**config.mk**
```make
export PLATFORM = sky130hd
export DESIGN_NAME = gate_weight_map_core
export DESIGN_NICKNAME = d
export VERILOG_FILES = /design/src/design/gwm_pkg.sv /design/src/design/gate_weight_map_core.sv /design/src/design/gwm_map.sv
export SDC_FILE = /design/constraint.sdc
export NUM_CORES = 2
export LEC_CHECK = 0
export BUFFER_PORTS_ARGS = -buffer_cell sky130_fd_sc_hd__buf_2
export CAP_MARGIN = 15
export CORE_MARGIN = 5
export CORE_UTILIZATION = 43
export CTS_BUF_LIST = sky130_fd_sc_hd__clkbuf_2 sky130_fd_sc_hd__clkbuf_4 sky130_fd_sc_hd__clkbuf_8
export DETAILED_ROUTE_END_ITERATION = 12
export GPL_TIMING_DRIVEN = 1
export PLACE_DENSITY_LB_ADDON = 0.25
export RECOVER_POWER = 50
export SLEW_MARGIN = 25
export SYNTH_ARGS = -nofsm -noshare
export SYNTH_HDL_FRONTEND = slang
export SYNTH_SLANG_ARGS = --single-unit
```
**constraint.sdc**
```tcl
create_clock -name i_clk -period 10.6 [get_ports i_clk]
set_input_delay 0.53 -clock i_clk [delete_from_list [all_inputs] [get_ports i_clk]]
set_output_delay 0.53 -clock i_clk [all_outputs]
set_load 0.03 [all_outputs]
```
**src/design/gwm_pkg.sv**
```systemverilog
// Types and constants of the gate weight map
package gwm_pkg;

    localparam int unsigned WIDTH = 16;
    localparam logic signed [WIDTH-1:0] ONE_Q12 = 16'sd4096;

    localparam logic [2:0] REG_REF_LEVEL   = 3'd0;
    localparam logic [2:0] REG_SLOPE       = 3'd1;
    localparam logic [2:0] REG_RAMP        = 3'd2;
    localparam logic [2:0] REG_FLOOR_LEVEL = 3'd3;
    localparam logic [2:0] REG_CAP_LEVEL   = 3'd4;
    localparam logic [2:0] REG_USE_MIN     = 3'd5;

    typedef logic signed [WIDTH-1:0] t_q12;

    typedef struct packed {
        t_q12 ref_level;
        t_q12 slope;
        t_q12 ramp;
        t_q12 floor_level;
        t_q12 cap_level;
        logic use_min;
    } t_cfg;

    typedef enum logic [1:0] {
        PH_FIRST = 2'd0,
        PH_ONE   = 2'd1,
        PH_MANY  = 2'd2
    } t_phase;

endpackage

```
**src/design/gate_weight_map_core.sv**
```systemverilog
// Top level: per-column gate weight mapping of a sample row
// An accepted item's results pass the pipeline register, then the result buffer.
// Throughput: one item per cycle while o_stall is low; output runs at one result
// per cycle while i_stall is low, so a row's last item (two results) is absorbed
// by a 4-entry result buffer before the input stalls.
// Reset: synchronous active low; clears row state, buffer and registers to defaults.
module gate_weight_map_core
    import gwm_pkg::*;
(
    input  logic        i_clk,
    input  logic        i_rst_n,
    input  logic        psel,
    input  logic        penable,
    input  logic        pwrite,
    input  logic [4:0]  paddr,
    input  logic [31:0] pwdata,
    output logic [31:0] prdata,
    output logic        pready,
    input  logic        i_valid,
    output logic        o_stall,
    input  t_q12        i_gate_sample,
    input  logic        i_last_in_row,
    output logic        o_valid,
    input  logic        i_stall,
    output t_q12        o_weight,
    output logic        o_end_of_row
);

    t_cfg   r_cfg;
    t_phase r_phase, n_phase;
    t_q12   r_prev, r_prev2;

    logic   r_p_valid, r_p_two;
    t_q12   r_p_sel0, r_p_sel1;

    t_q12       r_buf_w [4];
    logic [3:0] r_buf_e;
    logic [1:0] r_rd, r_wr;
    logic [2:0] r_cnt;

    logic   cfg_wr, in_acc, pop, p_adv;
    logic   s_emit, s_two;
    t_q12   s_sel0, s_min;
    t_q12   w0, w1;
    logic [2:0] need, space;
    logic [1:0] wr1;

    assign pready = 1'b1;
    assign cfg_wr = psel && penable && pwrite && pready;

    always_ff @(posedge i_clk) begin
        if (!i_rst_n) begin
            r_cfg.ref_level   <= '0;
            r_cfg.slope       <= ONE_Q12;
            r_cfg.ramp        <= '0;
            r_cfg.floor_level <= '0;
            r_cfg.cap_level   <= ONE_Q12;
            r_cfg.use_min     <= 1'b1;
        end else if (cfg_wr) begin
            unique case (paddr[4:2])
                REG_REF_LEVEL:   r_cfg.ref_level   <= pwdata[15:0];
                REG_SLOPE:       r_cfg.slope       <= pwdata[15:0];
                REG_RAMP:        r_cfg.ramp        <= pwdata[15:0];
                REG_FLOOR_LEVEL: r_cfg.floor_level <= pwdata[15:0];
                REG_CAP_LEVEL:   r_cfg.cap_level   <= pwdata[15:0];
                REG_USE_MIN:     r_cfg.use_min     <= pwdata[0];
                default: ;
            endcase
        end
    end

    always_comb begin
        unique case (paddr[4:2])
            REG_REF_LEVEL:   prdata = {16'd0, r_cfg.ref_level};
            REG_SLOPE:       prdata = {16'd0, r_cfg.slope};
            REG_RAMP:        prdata = {16'd0, r_cfg.ramp};
            REG_FLOOR_LEVEL: prdata = {16'd0, r_cfg.floor_level};
            REG_CAP_LEVEL:   prdata = {16'd0, r_cfg.cap_level};
            REG_USE_MIN:     prdata = {31'd0, r_cfg.use_min};
            default:         prdata = '0;
        endcase
    end

    // result buffer flow control
    assign pop   = (r_cnt != 3'd0) && !i_stall;
    assign need  = r_p_two ? 3'd2 : 3'd1;
    assign space = 3'd4 - r_cnt + {2'd0, pop};
    assign p_adv = r_p_valid && (need <= space);
    assign o_stall = r_p_valid && !p_adv;
    assign in_acc  = i_valid && !o_stall;

    always_comb begin
        s_min = r_prev2;
        if (r_prev < s_min) begin
            s_min = r_prev;
        end
        if (i_gate_sample < s_min) begin
            s_min = i_gate_sample;
        end
    end

    always_comb begin
        if (i_last_in_row) begin
            n_phase = PH_FIRST;
        end else begin
            unique case (r_phase)
                PH_FIRST: n_phase = PH_ONE;
                default:  n_phase = PH_MANY;
            endcase
        end
    end

    always_comb begin
        unique case (r_phase)
            PH_FIRST: begin
                s_emit = i_last_in_row;
                s_sel0 = i_gate_sample;
            end
            PH_ONE: begin
                s_emit = 1'b1;
                s_sel0 = r_prev;
            end
            default: begin
                s_emit = 1'b1;
                s_sel0 = r_cfg.use_min ? s_min : r_prev;
            end
        endcase
        s_two = i_last_in_row;
    end

    always_ff @(posedge i_clk) begin
        if (!i_rst_n) begin
            r_phase <= PH_FIRST;
            r_prev  <= '0;
            r_prev2 <= '0;
        end else if (in_acc) begin
            r_phase <= n_phase;
            r_prev  <= i_last_in_row ? '0 : i_gate_sample;
            r_prev2 <= i_last_in_row ? '0 : r_prev;
        end
    end

    always_ff @(posedge i_clk) begin
        if (!i_rst_n) begin
            r_p_valid <= 1'b0;
        end else if (in_acc && s_emit) begin
            r_p_valid <= 1'b1;
        end else if (p_adv) begin
            r_p_valid <= 1'b0;
        end
    end

    always_ff @(posedge i_clk) begin
        if (in_acc && s_emit) begin
            r_p_two  <= s_two;
            r_p_sel0 <= s_sel0;
            r_p_sel1 <= i_gate_sample;
        end
    end

    gwm_map u_map0 (
        .i_cfg    (r_cfg),
        .i_gate   (r_p_sel0),
        .o_weight (w0)
    );

    gwm_map u_map1 (
        .i_cfg    (r_cfg),
        .i_gate   (r_p_sel1),
        .o_weight (w1)
    );

    assign wr1 = r_wr + 2'd1;

    always_ff @(posedge i_clk) begin
        if (p_adv) begin
            r_buf_w[r_wr] <= w0;
            if (r_p_two) begin
                r_buf_w[wr1] <= w1;
            end
        end
    end

    always_ff @(posedge i_clk) begin
        if (!i_rst_n) begin
            r_buf_e <= '0;
            r_rd    <= '0;
            r_wr    <= '0;
            r_cnt   <= '0;
        end else begin
            if (p_adv) begin
                r_buf_e[r_wr] <= 1'b0;
                if (r_p_two) begin
                    r_buf_e[wr1] <= 1'b1;
                end
                r_wr <= r_wr + need[1:0];
            end
            if (pop) begin
                r_rd <= r_rd + 2'd1;
            end
            r_cnt <= r_cnt + (p_adv ? need : 3'd0) - {2'd0, pop};
        end
    end

    assign o_valid      = (r_cnt != 3'd0);
    assign o_weight     = r_buf_w[r_rd];
    assign o_end_of_row = r_buf_e[r_rd];

endmodule

```
**src/design/gwm_map.sv**
```systemverilog
// Gain, offset and clamp of one gate value into a weight
module gwm_map
    import gwm_pkg::*;
(
    input  t_cfg i_cfg,
    input  t_q12 i_gate,
    output t_q12 o_weight
);

    logic signed [16:0] diff;
    logic signed [32:0] diff_x;
    logic signed [32:0] slope_x;
    logic signed [32:0] prod;
    logic signed [20:0] quot;
    logic signed [21:0] sum;

    assign diff    = 17'(i_cfg.ref_level) - 17'(i_gate);
    assign diff_x  = 33'(diff);
    assign slope_x = 33'(i_cfg.slope);
    assign prod    = diff_x * slope_x;
    assign quot    = prod[32:12];
    assign sum     = 22'(quot) + 22'(i_cfg.ramp);

    always_comb begin
        priority if (sum > 22'(i_cfg.cap_level)) begin
            o_weight = ONE_Q12;
        end else if (sum < 22'(i_cfg.floor_level)) begin
            o_weight = i_cfg.floor_level;
        end else begin
            o_weight = sum[15:0];
        end
    end

endmodule

```
==> results.md <==
- Register-to-register setup slack: -690 ps
- HP Class: in -> reg
- Synth Cell Area: 37200 um^2
- Max-cap viol count: 3
- GP Congestion: 0.910
- Max FO, Critical Path: 5
- DR vias/cell: 5.15
- Slowest stage delay, CP: 550 ps
- Tcrit/Tclk final: 107%
- Area Growth Syn to Fin: 20.4%
- Initial core utilization: 43.5%
- Tmin final: 11290 ps
- Min-Delay Path Depth: 3
- # setup viols final: 64
- Most used DFF post-synth: dfxtp_1
- Peak VDD IR: 0.202 mV
- Dpl ws: -1230 ps
- TritonCTS Buffers: 35
- Outcome: finished with violations
- Hold endpoint: r_cfg[68]
- Worst-case reg-to-reg path depth: 55
- Drt wl/cell: 18.5 um
- Die W: 304 um
- CP startpoint: r_cfg[65]
- WHS: 290 ps
- Initial drt markers: 1813
- Overall global routing resource usage: 23.5%
- Root Driver: clkbuf_8
- CTS Hold Bufs: 0
- Power per cell area: 104 nW/um^2
- Reg2reg start: r_cfg[65]
- Max Slew Vio Count: 77
- Initial antenna violation count: 5
- Routed wire length: 108 mm
- H-Tree Depth: 2
- Congestion Overflow GR: 0
- Cells after DPL: 5756
- First-pass detailed-route iteration total: 5
- CP startpoint kind: register
- Global-route wire length before repair: 175 mm
- Fraction of registers with async set/reset: 0%
- Layout cells sized above 1: 19.3%
- Synth unique cells: 77
- Synthesized flop and latch total: 226
- Clock Sinks: 226
- Drt drc: 0
- Worst-margin pin slew: 1970 ps
- Required @ worst endpoint: 10860 ps
- CTS tree: done
- Final Hold Viols: 0
- Critical R2R Capture: r_buf_w[1][15]
- Min-delay src: pwdata[3]
- Pin count of the biggest net entering global routing: 93
- Syn Area/Cell: 8.90 um^2
- RSZ-0062 raised after global routing: true
- Violated checks: max-capacitance violations, max-slew violations, negative setup slack
- Fmax: 88.5 MHz
- Post-Route Setup TNS: -40760 ps
- Dpl hpwl: 88.3 mm
- Pwr Total: 4.67 mW
- Critical path's slowest cell: fa_1
- Die Y: 304 um
- Setup Skew: 23.8 ps
- Core Area: 85500 um^2
- Row Count: 107
- P_leak: 21.4 nW
- Post-synth EDFFs: 97
- Cells after synthesis: 4179
- Seq/Total Area, Yosys: 14.8%
- CTS max path bufs: 3
- Most used cell along the critical path: fa_1
- Setup slack after layout: -694 ps
- Nets: 5665
- Final instance count without filler cells: 5860
- I/O pins: 113
- CP endpoint kind: register
- Die ar.: 92500 um^2
- Synth Warn #: 0
- Worst-Skew Late Latency: 550 ps
- Arrival @ worst endpoint: 11560 ps
- CTS clk-pin slew, worst paths: 70 ps
- Routed vias: 30200
- Post-route antenna net violation count: 0
- Critical path class: reg -> reg
- PortBufs: 77
- Number of global-route vias before repair: 31800
- Max transition margin: -31.8%
[state kept, by name, indices dropped and copies added (netlist names), named ones only]
signal and cells:
r_rd 2, r_phase 2, r_p_valid 1, r_buf_e 2, r_p_two 1, r_cnt 3
r_cfg 81, r_prev2 16, r_wr 2, r_buf_w 64, r_p_sel1 16, r_p_sel0 16
r_prev 16
[routing by layer]
metal | track usage [%] | up-vias | wire length (um)
met5 | 0 | - | 13
met4 | 6.44 | 2 | 3200
met3 | 3.56 | 172 | 6620
met2 | 39.8 | 823 | 51200
met1 | 31.5 | 14800 | 47300
li1 | - | 14300 | -
[metrics by stage]
stage / instance area, um^2 / util (%)
4_1_cts: 44200 / 51.7
2_1_floorplan: 37600 / -
6_report: 44800 / 52.4
3_3_place_gp: 42800 / 50.1
5_1_grt: 44800 / 52.4
3_5_place_dp: 42800 / 50.1
[worst max-delay path by stage]
stage / depth (start not counted) / to
after detailed placement: 50 / r_buf_w[1][4]
after global placement: 50 / r_buf_w[1][2]
after floorplan: 51 / r_buf_w[1][12]
after global routing: 53 / r_buf_w[1][3]
final: 55 / r_buf_w[1][15]
after CTS: 55 / r_buf_w[1][3]
[synth_stat cells (5+ instances only)]
library cell | instances | area, um^2
xor2_1 | 34 | 298
mux4_2 | 28 | 631
nor2_1 | 165 | 619
nand2_1 | 448 | 1680
and2_1 | 253 | 1580
clkbuf_1 | 170 | 638
buf_4 | 17 | 128
edfxtp_1 | 97 | 2910
nand2b_1 | 48 | 300
nor3_1 | 73 | 365
inv_1 | 773 | 2900
a21boi_0 | 72 | 541
a211o_1 | 6 | 52.6
mux2i_1 | 44 | 440
or3_1 | 17 | 106
o21ai_0 | 92 | 460
or2_2 | 17 | 106
and4_1 | 5 | 43.8
o31ai_1 | 7 | 52.6
fa_1 | 543 | 10900
dfxtp_1 | 129 | 2580
a21oi_1 | 155 | 776
nand3_1 | 37 | 185
a31oi_1 | 24 | 150
ha_1 | 376 | 4700
o22ai_1 | 72 | 450
o211ai_1 | 7 | 52.6
nor4_1 | 5 | 31.3
nand4_1 | 24 | 150
and3_1 | 28 | 175
nor2b_1 | 111 | 694
o221ai_1 | 10 | 87.6
mux2_2 | 6 | 67.6
buf_1 | 6 | 22.5
a21o_1 | 58 | 435
o21a_1 | 11 | 82.6
a211oi_1 | 14 | 105
o21bai_1 | 8 | 60.1
a221oi_1 | 5 | 43.8
buf_2 | 8 | 40.0
xnor2_1 | 104 | 911
o21ai_1 | 6 | 30.0
maj3_1 | 6 | 60.1
[kinds of logic (layout without fill, tap and decap cells)]
kind of cell               after synthesis  count (layout)  synth area share [%]
buffers and inverters                  976            1494                  10.1
DFF                                    226             226                  14.8
muxes                                   78              78                  3.06
AOI/OAI and AO/OA                      586             586                  10.1
other                                    2              21                0.0202
and+or+nand+nor                       1248            1248                  16.6
adders and majority gates              925             925                  42.0
xor gates and xnor gates               138             138                  3.25
[layout make-up]
| cell class | count | area [um^2] |
|---|---|---|
| Antenna cell | 4 | 10.0 |
| Clock buffer | 52 | 653 |
| Clock inverter | 12 | 114 |
| Fill cell | 7971 | 40800 |
| Inverter | 774 | 2910 |
| Multi-Input combinational cell | 2992 | 29100 |
| Sequential cell | 226 | 5500 |
| Tap cell | 1144 | 1430 |
| Timing Repair Buffer | 656 | 5040 |
[worst max-delay path: cells and delay by family (launching register included)]
kind            cells  cell delay, ps
fa+ha+maj          11            4240
compound gates     19            3090
simple gates       11            1530
buf+inv            11            1260
flops               1             320
xor+xnor            3             560
[placed cells by master (no fill, tap or decap), types with 28 or more instances in the layout]
| cell | count |
|---|---|
| inv_1 | 768 |
| fa_1 | 539 |
| buf_4 | 530 |
| nand2_1 | 444 |
| ha_1 | 361 |
| and2_1 | 241 |
| nor2_1 | 152 |
| a21oi_1 | 127 |
| dfxtp_1 | 127 |
| nor2b_1 | 109 |
| edfxtp_1 | 97 |
| xnor2_1 | 91 |
| o21ai_0 | 70 |
| a21boi_0 | 68 |
| nor3_1 | 66 |
| o22ai_1 | 59 |
| a21o_1 | 58 |
| clkbuf_1 | 53 |
| nand2b_1 | 47 |
| clkbuf_8 | 42 |
| mux2i_1 | 35 |
| nand3_1 | 33 |
| xor2_1 | 31 |
| mux4_2 | 28 |
| a21oi_2 | 28 |
[repair_timing]
action	4_1_cts	5_1_grt
resized for setup	107	103
setup buffers	20	17
cloned	2	1
pin swaps	68	49
setup endpoints to repair	64	64
[power breakdown]
group / switching (mW) / total, mW / internal (mW)
logic: 1.51 / 2.81 / 1.29
clock network: 0.362 / 0.809 / 0.447
registers: 0.0461 / 1.05 / 1.00
Note: power is estimated with default switching activity, not from simulation.
